==> src/hw/rtl/vapa_pkg.sv <==
package vapa_pkg;

    localparam int IDX_BITS      = 30;
    localparam int SIZE_BITS     = 11;
    localparam int CODE_BITS     = 3;
    localparam int CFG_IDX_BITS  = 3;
    localparam int CFG_DATA_BITS = 11;
    localparam int QUEUE_DEPTH   = 4;
    localparam int QPTR_BITS     = 2;

    // Cycles of input hold-off while the derived strides settle.
    localparam logic [1:0] SETUP_CYCLES = 2'd2;

    localparam logic [1:0] AXIS_NONE = 2'd3;

    // Signed axis codes: source axis 1=x 2=y 3=z, negated to reverse it.
    localparam logic [CODE_BITS-1:0] CODE_X     = 3'b001;
    localparam logic [CODE_BITS-1:0] CODE_Y     = 3'b010;
    localparam logic [CODE_BITS-1:0] CODE_Z     = 3'b011;
    localparam logic [CODE_BITS-1:0] CODE_NEG_X = 3'b111;
    localparam logic [CODE_BITS-1:0] CODE_NEG_Y = 3'b110;
    localparam logic [CODE_BITS-1:0] CODE_NEG_Z = 3'b101;

    typedef logic [IDX_BITS-1:0] idx_t;

    typedef enum logic [CFG_IDX_BITS-1:0] {
        CFG_SIZE_X = 3'd0,
        CFG_SIZE_Y = 3'd1,
        CFG_SIZE_Z = 3'd2,
        CFG_AXIS0  = 3'd3,
        CFG_AXIS1  = 3'd4,
        CFG_AXIS2  = 3'd5
    } cfg_idx_t;

    // Derived per-source-axis mapping, handed from setup to the back end.
    typedef struct packed {
        logic             ok;
        logic [2:0]       rev;
        logic [2:0][IDX_BITS-1:0] stride;
    } setup_t;

    // Source axis selected by a signed axis code, AXIS_NONE when the code is bad.
    function automatic logic [1:0] code_axis(input logic [CODE_BITS-1:0] code);
        logic [1:0] axis;
        case (code) inside
            CODE_X, CODE_NEG_X: axis = 2'd0;
            CODE_Y, CODE_NEG_Y: axis = 2'd1;
            CODE_Z, CODE_NEG_Z: axis = 2'd2;
            default:            axis = AXIS_NONE;
        endcase
        return axis;
    endfunction

endpackage

==> src/hw/rtl/vapa_if.sv <==
interface vapa_in_if #(parameter int DATA_BITS = 16);
    logic                 valid;
    logic                 ready;
    logic [DATA_BITS-1:0] voxel_in;

    modport source (output valid, output voxel_in, input ready);
    modport sink   (input valid, input voxel_in, output ready);
endinterface

interface vapa_out_if #(parameter int DATA_BITS = 16);
    logic                 valid;
    logic                 ready;
    logic [29:0]          dest_index;
    logic [DATA_BITS-1:0] voxel_out;
    logic                 last_voxel;
    logic                 config_error;

    modport source (output valid, output dest_index, output voxel_out,
                    output last_voxel, output config_error, input ready);
    modport sink   (input valid, input dest_index, input voxel_out,
                    input last_voxel, input config_error, output ready);
endinterface

interface vapa_cfg_if;
    logic        valid;
    logic        ready;
    logic [2:0]  index;
    logic [10:0] data;

    modport source (output valid, output index, output data, input ready);
    modport sink   (input valid, input index, input data, output ready);
endinterface

==> src/hw/rtl/vapa_setup.sv <==
module vapa_setup #(
    parameter int MAX_DIM = 1024
) (
    input  logic                                 clk,
    input  logic                                 rst_n,
    vapa_cfg_if.sink                             cfg,
    output vapa_pkg::setup_t                     setup,
    output logic [2:0][$clog2(MAX_DIM)-1:0]      ext_m1,
    output logic                                 busy,
    output logic                                 clear
);

    localparam int CW = $clog2(MAX_DIM);
    localparam int EW = $clog2(MAX_DIM + 1);
    localparam int SW = vapa_pkg::SIZE_BITS;
    localparam int XW = vapa_pkg::IDX_BITS;

    logic [2:0][SW-1:0]                   size_reg, size_next;
    logic [2:0][vapa_pkg::CODE_BITS-1:0]  code_reg, code_next;
    logic [1:0]                           busy_reg, busy_next;
    logic                                 hit;

    logic [2:0][CW-1:0] ext_m1_next;
    logic [2:0][1:0]    axis;
    logic [2:0][1:0]    dst_next;
    logic [2:0]         rev_next;
    logic               ok_next;

    logic [2:0][CW-1:0] a_ext_m1_reg;
    logic [2:0][1:0]    a_dst_reg;
    logic [2:0]         a_rev_reg;
    logic               a_ok_reg;
    logic [EW-1:0]      a_dn0_reg, a_dn1_reg;
    logic [XW-1:0]      b_dn01_reg;
    logic [2:0][XW-1:0] c_stride_reg;

    function automatic logic [EW-1:0] extent_of(input logic [1:0] sel,
                                                 input logic [2:0][CW-1:0] e_m1);
        logic [EW-1:0] e;
        case (sel)
            2'd0:    e = EW'(e_m1[0]) + 1'b1;
            2'd1:    e = EW'(e_m1[1]) + 1'b1;
            2'd2:    e = EW'(e_m1[2]) + 1'b1;
            default: e = '0;
        endcase
        return e;
    endfunction

    assign cfg.ready = 1'b1;

    always_comb
    begin
        size_next = size_reg;
        code_next = code_reg;
        hit       = 1'b1;
        case (cfg.index)
            vapa_pkg::CFG_SIZE_X: size_next[0] = cfg.data;
            vapa_pkg::CFG_SIZE_Y: size_next[1] = cfg.data;
            vapa_pkg::CFG_SIZE_Z: size_next[2] = cfg.data;
            vapa_pkg::CFG_AXIS0:  code_next[0] = cfg.data[vapa_pkg::CODE_BITS-1:0];
            vapa_pkg::CFG_AXIS1:  code_next[1] = cfg.data[vapa_pkg::CODE_BITS-1:0];
            vapa_pkg::CFG_AXIS2:  code_next[2] = cfg.data[vapa_pkg::CODE_BITS-1:0];
            default:              hit = 1'b0;
        endcase
        clear = cfg.valid && cfg.ready && hit;
    end

    always_comb
    begin
        busy_next = busy_reg;
        if (clear)
            busy_next = vapa_pkg::SETUP_CYCLES;
        else if (busy_reg != 2'd0)
            busy_next = busy_reg - 2'd1;
    end

    assign busy = (busy_reg != 2'd0);

    always_ff @(posedge clk or negedge rst_n)
    begin
        if (!rst_n)
        begin
            size_reg <= {SW'(1), SW'(1), SW'(1)};
            code_reg <= {vapa_pkg::CODE_Z, vapa_pkg::CODE_Y, vapa_pkg::CODE_X};
            busy_reg <= vapa_pkg::SETUP_CYCLES;
        end
        else
        begin
            if (clear)
            begin
                size_reg <= size_next;
                code_reg <= code_next;
            end
            busy_reg <= busy_next;
        end
    end

    // Clamp extents and invert the code map to a per-source-axis view.
    always_comb
    begin
        for (int a = 0; a < 3; a++)
        begin
            if (size_reg[a] == '0)
                ext_m1_next[a] = '0;
            else if (32'(size_reg[a]) > 32'(MAX_DIM))
                ext_m1_next[a] = CW'(MAX_DIM - 1);
            else
                ext_m1_next[a] = CW'(size_reg[a] - 1'b1);
        end
        for (int j = 0; j < 3; j++)
            axis[j] = vapa_pkg::code_axis(code_reg[j]);
        ok_next = (axis[0] != vapa_pkg::AXIS_NONE) && (axis[1] != vapa_pkg::AXIS_NONE) &&
                  (axis[2] != vapa_pkg::AXIS_NONE) && (axis[0] != axis[1]) &&
                  (axis[0] != axis[2]) && (axis[1] != axis[2]);
        for (int a = 0; a < 3; a++)
        begin
            dst_next[a] = 2'd0;
            rev_next[a] = 1'b0;
            for (int j = 0; j < 3; j++)
            begin
                if (axis[j] == 2'(a))
                begin
                    dst_next[a] = 2'(j);
                    rev_next[a] = code_reg[j][vapa_pkg::CODE_BITS-1];
                end
            end
        end
    end

    always_ff @(posedge clk)
    begin
        a_ext_m1_reg <= ext_m1_next;
        a_dst_reg    <= dst_next;
        a_rev_reg    <= rev_next;
        a_ok_reg     <= ok_next;
        a_dn0_reg    <= extent_of(axis[0], ext_m1_next);
        a_dn1_reg    <= extent_of(axis[1], ext_m1_next);
        b_dn01_reg   <= XW'(a_dn0_reg * a_dn1_reg);
        for (int a = 0; a < 3; a++)
        begin
            case (a_dst_reg[a])
                2'd0:    c_stride_reg[a] <= XW'(1);
                2'd1:    c_stride_reg[a] <= XW'(a_dn0_reg);
                default: c_stride_reg[a] <= b_dn01_reg;
            endcase
        end
    end

    assign setup.ok     = a_ok_reg;
    assign setup.rev    = a_rev_reg;
    assign setup.stride = c_stride_reg;
    assign ext_m1       = a_ext_m1_reg;

endmodule

==> src/hw/rtl/vapa_front.sv <==
module vapa_front #(
    parameter int MAX_DIM   = 1024,
    parameter int DATA_BITS = 16
) (
    input  logic                                        clk,
    input  logic                                        rst_n,
    vapa_in_if.sink                                     voxel,
    input  logic [2:0][$clog2(MAX_DIM)-1:0]             ext_m1,
    input  logic                                        busy,
    input  logic                                        clear,
    input  logic                                        full,
    output logic                                        push,
    output logic [3*$clog2(MAX_DIM)+DATA_BITS:0]        entry
);

    localparam int CW = $clog2(MAX_DIM);

    logic [2:0][CW-1:0] cnt_reg, cnt_next;
    logic [2:0]         at_end;
    logic               last;

    assign voxel.ready = !busy && !full;
    assign push        = voxel.valid && voxel.ready;

    always_comb
    begin
        for (int a = 0; a < 3; a++)
            at_end[a] = (cnt_reg[a] == ext_m1[a]);
        last     = &at_end;
        cnt_next = cnt_reg;
        if (clear)
            cnt_next = '0;
        else if (push)
        begin
            // Raster walk: x fastest, carry into y, then z.
            cnt_next[0] = at_end[0] ? '0 : cnt_reg[0] + 1'b1;
            if (at_end[0])
            begin
                cnt_next[1] = at_end[1] ? '0 : cnt_reg[1] + 1'b1;
                if (at_end[1])
                    cnt_next[2] = at_end[2] ? '0 : cnt_reg[2] + 1'b1;
            end
        end
    end

    always_ff @(posedge clk or negedge rst_n)
    begin
        if (!rst_n)
            cnt_reg <= '0;
        else
            cnt_reg <= cnt_next;
    end

    assign entry = {cnt_reg, last, voxel.voxel_in};

endmodule

==> src/hw/rtl/vapa_fifo.sv <==
module vapa_fifo #(
    parameter int WIDTH = 8
) (
    input  logic             clk,
    input  logic             rst_n,
    input  logic             push,
    input  logic [WIDTH-1:0] wr_data,
    output logic             full,
    input  logic             pop,
    output logic [WIDTH-1:0] rd_data,
    output logic             not_empty
);

    localparam int PW = vapa_pkg::QPTR_BITS;

    logic [WIDTH-1:0] slot_reg [vapa_pkg::QUEUE_DEPTH];
    logic [PW-1:0]    wr_ptr_reg, rd_ptr_reg;
    logic [PW:0]      count_reg;

    assign full      = (count_reg == (PW+1)'(vapa_pkg::QUEUE_DEPTH));
    assign not_empty = (count_reg != '0);
    assign rd_data   = slot_reg[rd_ptr_reg];

    always_ff @(posedge clk or negedge rst_n)
    begin
        if (!rst_n)
        begin
            wr_ptr_reg <= '0;
            rd_ptr_reg <= '0;
            count_reg  <= '0;
        end
        else
        begin
            if (push)
                wr_ptr_reg <= wr_ptr_reg + 1'b1;
            if (pop)
                rd_ptr_reg <= rd_ptr_reg + 1'b1;
            if (push && !pop)
                count_reg <= count_reg + 1'b1;
            else if (pop && !push)
                count_reg <= count_reg - 1'b1;
        end
    end

    always_ff @(posedge clk)
    begin
        if (push)
            slot_reg[wr_ptr_reg] <= wr_data;
    end

endmodule

==> src/hw/rtl/vapa_back.sv <==
module vapa_back #(
    parameter int MAX_DIM   = 1024,
    parameter int DATA_BITS = 16
) (
    input  logic                                        clk,
    input  logic                                        rst_n,
    input  logic                                        q_valid,
    input  logic [3*$clog2(MAX_DIM)+DATA_BITS:0]        q_data,
    output logic                                        pop,
    input  vapa_pkg::setup_t                            setup,
    input  logic [2:0][$clog2(MAX_DIM)-1:0]             ext_m1,
    vapa_out_if.source                                  result
);

    localparam int CW = $clog2(MAX_DIM);
    localparam int XW = vapa_pkg::IDX_BITS;

    logic [2:0][CW-1:0]   cnt;
    logic [2:0][CW-1:0]   coord;
    logic [2:0][XW-1:0]   prod;
    logic                 s1_en, s2_en;

    logic                 s1_valid_reg, s2_valid_reg;
    logic [2:0][XW-1:0]   s1_prod_reg;
    logic [DATA_BITS-1:0] s1_voxel_reg, s2_voxel_reg;
    logic                 s1_last_reg, s2_last_reg;
    logic [XW-1:0]        s2_index_reg;
    logic                 s2_err_reg;

    assign cnt = q_data[3*CW+DATA_BITS:DATA_BITS+1];

    always_comb
    begin
        for (int a = 0; a < 3; a++)
        begin
            coord[a] = setup.rev[a] ? (ext_m1[a] - cnt[a]) : cnt[a];
            prod[a]  = XW'(coord[a]) * setup.stride[a];
        end
    end

    assign s2_en = !s2_valid_reg || result.ready;
    assign s1_en = !s1_valid_reg || s2_en;
    assign pop   = q_valid && s1_en;

    always_ff @(posedge clk or negedge rst_n)
    begin
        if (!rst_n)
        begin
            s1_valid_reg <= 1'b0;
            s2_valid_reg <= 1'b0;
        end
        else
        begin
            if (s1_en)
                s1_valid_reg <= q_valid;
            if (s2_en)
                s2_valid_reg <= s1_valid_reg;
        end
    end

    always_ff @(posedge clk)
    begin
        if (pop)
        begin
            s1_prod_reg  <= prod;
            s1_voxel_reg <= q_data[DATA_BITS-1:0];
            s1_last_reg  <= q_data[DATA_BITS];
        end
        if (s2_en && s1_valid_reg)
        begin
            s2_index_reg <= setup.ok ? (s1_prod_reg[0] + s1_prod_reg[1] + s1_prod_reg[2])
                                     : '0;
            s2_err_reg   <= !setup.ok;
            s2_voxel_reg <= s1_voxel_reg;
            s2_last_reg  <= s1_last_reg;
        end
    end

    assign result.valid        = s2_valid_reg;
    assign result.dest_index   = s2_index_reg;
    assign result.voxel_out    = s2_voxel_reg;
    assign result.last_voxel   = s2_last_reg;
    assign result.config_error = s2_err_reg;

endmodule

==> src/hw/rtl/volume_axis_permute_address.sv <==
// Streams a 3D volume in source raster order (x fastest) and tags each voxel with its
// linear index in an axis-permuted, optionally flipped destination volume. Registers
// 0..2 set the source extents (0 reads as 1, anything above MAX_DIM as MAX_DIM);
// registers 3..5 give, for destination axes 0..2, the source axis as 1=x 2=y 3=z,
// negated to reverse it. Codes that are not a signed permutation raise config_error
// and force dest_index to zero while counting goes on. Any write to a known register
// restarts the walk at the first voxel; unknown indexes are dropped. The block takes
// one voxel per clock when the output is drained. A voxel is written to the queue on
// its transfer, then passes the multiply stage and the output register in turn, and
// the result is held in the output register until it is taken. After reset and
// after each register write the input is held off while the destination strides
// are rebuilt through the setup multiplier.
module volume_axis_permute_address #(
    parameter int MAX_DIM   = 1024,
    parameter int DATA_BITS = 16
) (
    input  logic       clk,
    input  logic       rst_n,
    vapa_cfg_if.sink   cfg,
    vapa_in_if.sink    voxel,
    vapa_out_if.source result
);

    localparam int CW      = $clog2(MAX_DIM);
    localparam int ENTRY_W = 3 * CW + DATA_BITS + 1;

    // Setup to front/back: mapping, strides and clamped extents.
    vapa_pkg::setup_t   setup;
    logic [2:0][CW-1:0] ext_m1;
    logic               setup_busy;
    logic               walk_clear;

    // Queue between the counting front and the address back end.
    logic               q_push;
    logic               q_full;
    logic               q_pop;
    logic               q_valid;
    logic [ENTRY_W-1:0] q_wr_data;
    logic [ENTRY_W-1:0] q_rd_data;

    // Decode register writes, clamp extents, build the per-axis strides.
    vapa_setup #(
        .MAX_DIM (MAX_DIM)
    ) u_setup (
        .clk    (clk),
        .rst_n  (rst_n),
        .cfg    (cfg),
        .setup  (setup),
        .ext_m1 (ext_m1),
        .busy   (setup_busy),
        .clear  (walk_clear)
    );

    // Advance the source position on each voxel transfer and enqueue it.
    vapa_front #(
        .MAX_DIM   (MAX_DIM),
        .DATA_BITS (DATA_BITS)
    ) u_front (
        .clk    (clk),
        .rst_n  (rst_n),
        .voxel  (voxel),
        .ext_m1 (ext_m1),
        .busy   (setup_busy),
        .clear  (walk_clear),
        .full   (q_full),
        .push   (q_push),
        .entry  (q_wr_data)
    );

    vapa_fifo #(
        .WIDTH (ENTRY_W)
    ) u_fifo (
        .clk       (clk),
        .rst_n     (rst_n),
        .push      (q_push),
        .wr_data   (q_wr_data),
        .full      (q_full),
        .pop       (q_pop),
        .rd_data   (q_rd_data),
        .not_empty (q_valid)
    );

    // Map coordinates to destination offsets, sum, hold in the output register.
    vapa_back #(
        .MAX_DIM   (MAX_DIM),
        .DATA_BITS (DATA_BITS)
    ) u_back (
        .clk     (clk),
        .rst_n   (rst_n),
        .q_valid (q_valid),
        .q_data  (q_rd_data),
        .pop     (q_pop),
        .setup   (setup),
        .ext_m1  (ext_m1),
        .result  (result)
    );

    // The front must never push into a full queue.
    a_no_overflow: assert property (@(posedge clk) disable iff (!rst_n)
        q_push |-> !q_full)
        else $error("voxel queue overflow");

    // A bad axis code set must zero the destination index.
    a_err_zero_index: assert property (@(posedge clk) disable iff (!rst_n)
        result.valid && result.config_error |-> result.dest_index == '0)
        else $error("nonzero index with config error");

    // No voxel transfer while strides are still being rebuilt.
    a_no_accept_in_setup: assert property (@(posedge clk) disable iff (!rst_n)
        voxel.valid && voxel.ready |-> !setup_busy)
        else $error("voxel taken during setup");

endmodule

==> src/flat_wrapper.sv <==
// flat-port wrapper written by rule: the top's interface ports become plain ports
module volume_axis_permute_address_flat 
#(
    parameter int MAX_DIM   = 1024,
    parameter int DATA_BITS = 16
)
  (clk, rst_n, cfg_valid, cfg_index, cfg_data, cfg_ready, voxel_valid, voxel_voxel_in, voxel_ready, result_valid, result_dest_index, result_voxel_out, result_last_voxel, result_config_error, result_ready);
  vapa_cfg_if cfg_i ();
  vapa_in_if #(.DATA_BITS(DATA_BITS)) voxel_i ();
  vapa_out_if #(.DATA_BITS(DATA_BITS)) result_i ();
  input  logic clk;
  input  logic rst_n;
  input wire logic [$bits(cfg_i.valid)-1:0] cfg_valid;
  input wire logic [$bits(cfg_i.index)-1:0] cfg_index;
  input wire logic [$bits(cfg_i.data)-1:0] cfg_data;
  output wire logic [$bits(cfg_i.ready)-1:0] cfg_ready;
  input wire logic [$bits(voxel_i.valid)-1:0] voxel_valid;
  input wire logic [$bits(voxel_i.voxel_in)-1:0] voxel_voxel_in;
  output wire logic [$bits(voxel_i.ready)-1:0] voxel_ready;
  output wire logic [$bits(result_i.valid)-1:0] result_valid;
  output wire logic [$bits(result_i.dest_index)-1:0] result_dest_index;
  output wire logic [$bits(result_i.voxel_out)-1:0] result_voxel_out;
  output wire logic [$bits(result_i.last_voxel)-1:0] result_last_voxel;
  output wire logic [$bits(result_i.config_error)-1:0] result_config_error;
  input wire logic [$bits(result_i.ready)-1:0] result_ready;
  assign cfg_i.valid = cfg_valid;
  assign cfg_i.index = cfg_index;
  assign cfg_i.data = cfg_data;
  assign cfg_ready = cfg_i.ready;
  assign voxel_i.valid = voxel_valid;
  assign voxel_i.voxel_in = voxel_voxel_in;
  assign voxel_ready = voxel_i.ready;
  assign result_valid = result_i.valid;
  assign result_dest_index = result_i.dest_index;
  assign result_voxel_out = result_i.voxel_out;
  assign result_last_voxel = result_i.last_voxel;
  assign result_config_error = result_i.config_error;
  assign result_i.ready = result_ready;
  volume_axis_permute_address #(.MAX_DIM(MAX_DIM), .DATA_BITS(DATA_BITS)) u_core (.clk(clk), .rst_n(rst_n), .cfg(cfg_i), .voxel(voxel_i), .result(result_i));
endmodule
==> config.mk <==
export PLATFORM = sky130hd
export DESIGN_NAME = volume_axis_permute_address_flat
export DESIGN_NICKNAME = d
export VERILOG_FILES = /design/src/hw/rtl/vapa_pkg.sv /design/src/hw/rtl/vapa_if.sv /design/src/hw/rtl/vapa_setup.sv /design/src/hw/rtl/vapa_front.sv /design/src/hw/rtl/vapa_fifo.sv /design/src/hw/rtl/vapa_back.sv /design/src/hw/rtl/volume_axis_permute_address.sv /design/src/flat_wrapper.sv
export SDC_FILE = /design/constraint.sdc
export NUM_CORES = 2
export LEC_CHECK = 0
export BUFFER_PORTS_ARGS = -buffer_cell sky130_fd_sc_hd__clkbuf_2
export CORE_UTILIZATION = 35
export DETAILED_ROUTE_END_ITERATION = 6
export HOLD_SLACK_MARGIN = 0.05
export PLACE_DENSITY = 0.48
export SYNTH_ARGS = -nofsm -noshare
export SYNTH_HDL_FRONTEND = slang
export SYNTH_HIERARCHICAL = 1
export SYNTH_SLANG_ARGS = --single-unit
==> constraint.sdc <==
create_clock -name clk -period 27.9 [get_ports clk]
set_clock_uncertainty 0.1 [all_clocks]
set_input_delay 5.58 -clock clk [delete_from_list [all_inputs] [get_ports clk]]
set_output_delay 5.58 -clock clk [all_outputs]
set_load 0.05 [all_outputs]
==> impl_results.md <==
- Status: finished, final reports clean
- Post-Layout Inst Area: 57500 µm²
- Drt pass-1 iters: 5
- DR WL/cell: 18.8 µm
- Post-synth cell types: 99
- Worst slew margin: 32.7%
- DIE WIDTH: 391 µm
- Fin util: 38.4%
- Register area share after synthesis: 29.1%
- Rows: 142
- Pin count of the biggest net entering global routing: 63
- Post-synth top area share: 25.0%
- Initial antenna violation count: 7
- Max reg flops: 188
- Final net count: 6206
- Most common cell on crit path: fa_1
- Mean Syn Cell Area: 10.0 µm²
- Unrepaired setup endpoints after global routing: no
- GRT Residual Overflow: 0
- Final setup viols: 0
- Minimum clock period: 10.05 ns
- Critical Path Slowest Stage Cell: dfrtp_4
- Synth top area cells: fa_1, edfxtp_1, inv_1, ha_1, dfxtp_1
- Clock Latency Late Sink: 0.68 ns
- Setup TNS: 0 ns
- Full die area: 153000 µm²
- Drt drc: 0
- CTS H-tree lvls: 3
- Worst-path clk slew: 0.06 ns
- Total number of vias: 35333
- Final Hold Viols: 0
- Final period util: 36.0%
- Slew Limit Fails: 0
- Max-Cap Viols: 0
- Initial core utilization: 35.3%
- Height of the die: 391 µm
- Yosys warning total: 6
- Clock tree buffer depth: 3
- Most common cell in the netlist: inv_1
- Cts bufs inserted: 67
- Post-Synthesis Cells: 5287
- Synth-to-layout area growth: 8.72%
- Post-CTS Setup Bufs: 0
- CP arrival: 10.34 ns
- Gr usage total: 18.4%
- HPWL after DPL: 104000 µm
- N_diodes: 0
- Worst Setup Start Kind: flop
- Ys async rst share: 14.4%
- Number of synthesized flops with an enable pin: 343
- Final wirelength: 137000 µm
- Vias/cell: 4.83
- Post-cts sizing count: 0
- Final ANT Viol Nets: 0
- Most frequent cells after synthesis: inv_1, fa_1, nand2_1, edfxtp_1, and2_1
- First-pass GRT wire length: 217000 µm
- Num Clock Sinks: 576
- Worst Setup Path Type: reg2reg
- R2R setup slack: 17.85 ns
- Mapped Area: 52900 µm²
- Placed Area: 55200 µm²
- Largest stage delay, worst path: 0.79 ns
- Largest area contributor in the netlist: fa_1
- Max Clk Rate: 99.5 MHz
- Main flop type after synthesis: edfxtp_1
- Worst-Margin Slew: 1.00 ns
- Initial drt markers: 1864
- Crit-path max FO: 26
- TritonCTS clock tree: done
- Synthesized flop and latch total: 576
- Hold_buf cts: 0
- Root Buffer: clkbuf_16
- Layout cell share with drive strength beyond 1: 7.24%
- Crit. End Element: flop
- I/O pin count: 86
- Gp weighted congestion: 0.831
- Port Buf Inserts: 84
- Number of global-route vias before repair: 36613
- Worst path required time: 28.20 ns
- Core area: 150000 µm²
- Worst Hold Class: reg2reg
## kinds of logic after synthesis
group,count (synthesis),synth area share [%]
AO/OA/AOI/OAI,603,7.32
XOR/XNOR,248,4.42
adder cells (fa/ha/maj),927,31.3
buffers and inverters,1213,9.07
flip-flops,576,29.1
multiplexers,105,3.20
other,2,0.0142
AND/OR/NAND/NOR,1613,15.6
## worst max-delay path: cells and delay by family (launching register included)
| kind | cells | cell delay [ns] |
|---|---|---|
| AOI/OAI and AO/OA | 12 | 2.64 |
| DFF | 1 | 0.79 |
| buffers and inverters | 6 | 1.05 |
| xor gates and xnor gates | 2 | 0.55 |
| and+or+nand+nor | 5 | 0.78 |
| adders and majority gates | 7 | 3.19 |
| muxes | 1 | 0.60 |
## metrics by stage
stage / instances / setup slack [ns] / hold WS, ns
5_1_grt: 7317 / 17.09 / 0.318
3_3_place_gp: 7194 / 17.83 / 0.301
2_1_floorplan: 5310 / 12.62 / 0.300
4_1_cts: 7317 / 17.73 / 0.319
6_report: 7317 / 17.85 / 0.317
3_5_place_dp: 7194 / 17.76 / 0.305
## layer usage
| metal | track usage [%] | vias up | part of all wire [%] | routed length, µm |
|---|---|---|---|---|
| met1 | 25.7 | 17943 | 47 | 64800 |
| met4 | 4.70 | 0 | 2.3 | 3130 |
| met2 | 30.3 | 583 | 47 | 64700 |
| met3 | 2.17 | 142 | 3.3 | 4500 |
| met5 | 0 | - | 0 | 0 |
| li1 | - | 16665 | - | - |
## placed cells by master (no fill, tap or decap), types with 11 or more instances in the layout
| cell | count |
|---|---|
| edfxtp_1 | 343 |
| dfxtp_1 | 150 |
| mux2i_1 | 17 |
| mux2_2 | 35 |
| a21o_1 | 61 |
| ha_1 | 264 |
| a31oi_1 | 21 |
| buf_4 | 47 |
| mux4_2 | 45 |
| nor2_1 | 169 |
| o21ai_0 | 166 |
| nand2b_1 | 65 |
| dfrtp_1 | 73 |
| o21bai_1 | 20 |
| and2_1 | 322 |
| o211ai_1 | 12 |
| and3_1 | 23 |
| nand2_1 | 569 |
| or3_1 | 16 |
| o21a_1 | 30 |
| nand3_1 | 62 |
| inv_1 | 947 |
| clkinv_2 | 11 |
| o22ai_1 | 17 |
| nor2b_1 | 234 |
| clkbuf_16 | 68 |
| xor2_1 | 69 |
| o31ai_1 | 12 |
| conb_1 | 25 |
| a21oi_1 | 122 |
| nor3_1 | 58 |
| a211oi_1 | 16 |
| nand4_1 | 15 |
| clkbuf_2 | 83 |
| or4_1 | 14 |
| clkbuf_1 | 18 |
| xnor2_1 | 165 |
| fa_1 | 660 |
## area by class of cell
class / count / area (µm²)
well taps: 2016 / 2520
fillers: 15047 / 92400
clock buffers: 91 / 1840
clock inverters: 32 / 445
inverters: 951 / 3570
multi-input cells: 3521 / 33000
repair buffers: 130 / 768
flip-flops and latches: 576 / 15400
## path summary, 6_finish.rpt
check                                                   startpoint                                           to  cells past startpoint
setup / recovery           u_core/u_fifo/rd_ptr_reg[0]$_DFFE_PN0P_      u_core/u_back/s1_prod_reg[59]$_DFFE_PP_                     33
hold / removal             u_core/u_back/s1_voxel_reg[9]$_DFFE_PP_  u_core/u_back/result.voxel_out[9]$_DFFE_PP_                      0
setup reg to reg           u_core/u_fifo/rd_ptr_reg[0]$_DFFE_PN0P_      u_core/u_back/s1_prod_reg[59]$_DFFE_PP_                     33
hold reg to reg            u_core/u_back/s1_voxel_reg[9]$_DFFE_PP_  u_core/u_back/result.voxel_out[9]$_DFFE_PP_                      0
max in group asynchronous                                    rst_n      u_core/u_fifo/rd_ptr_reg[0]$_DFFE_PN0P_                      2
min in group asynchronous                                    rst_n      u_core/u_setup/size_reg[21]$_DFFE_PN0P_                      1
Power is not shown: default switching activity piles up to over one toggle a cycle in this logic, so the estimate is an artifact.
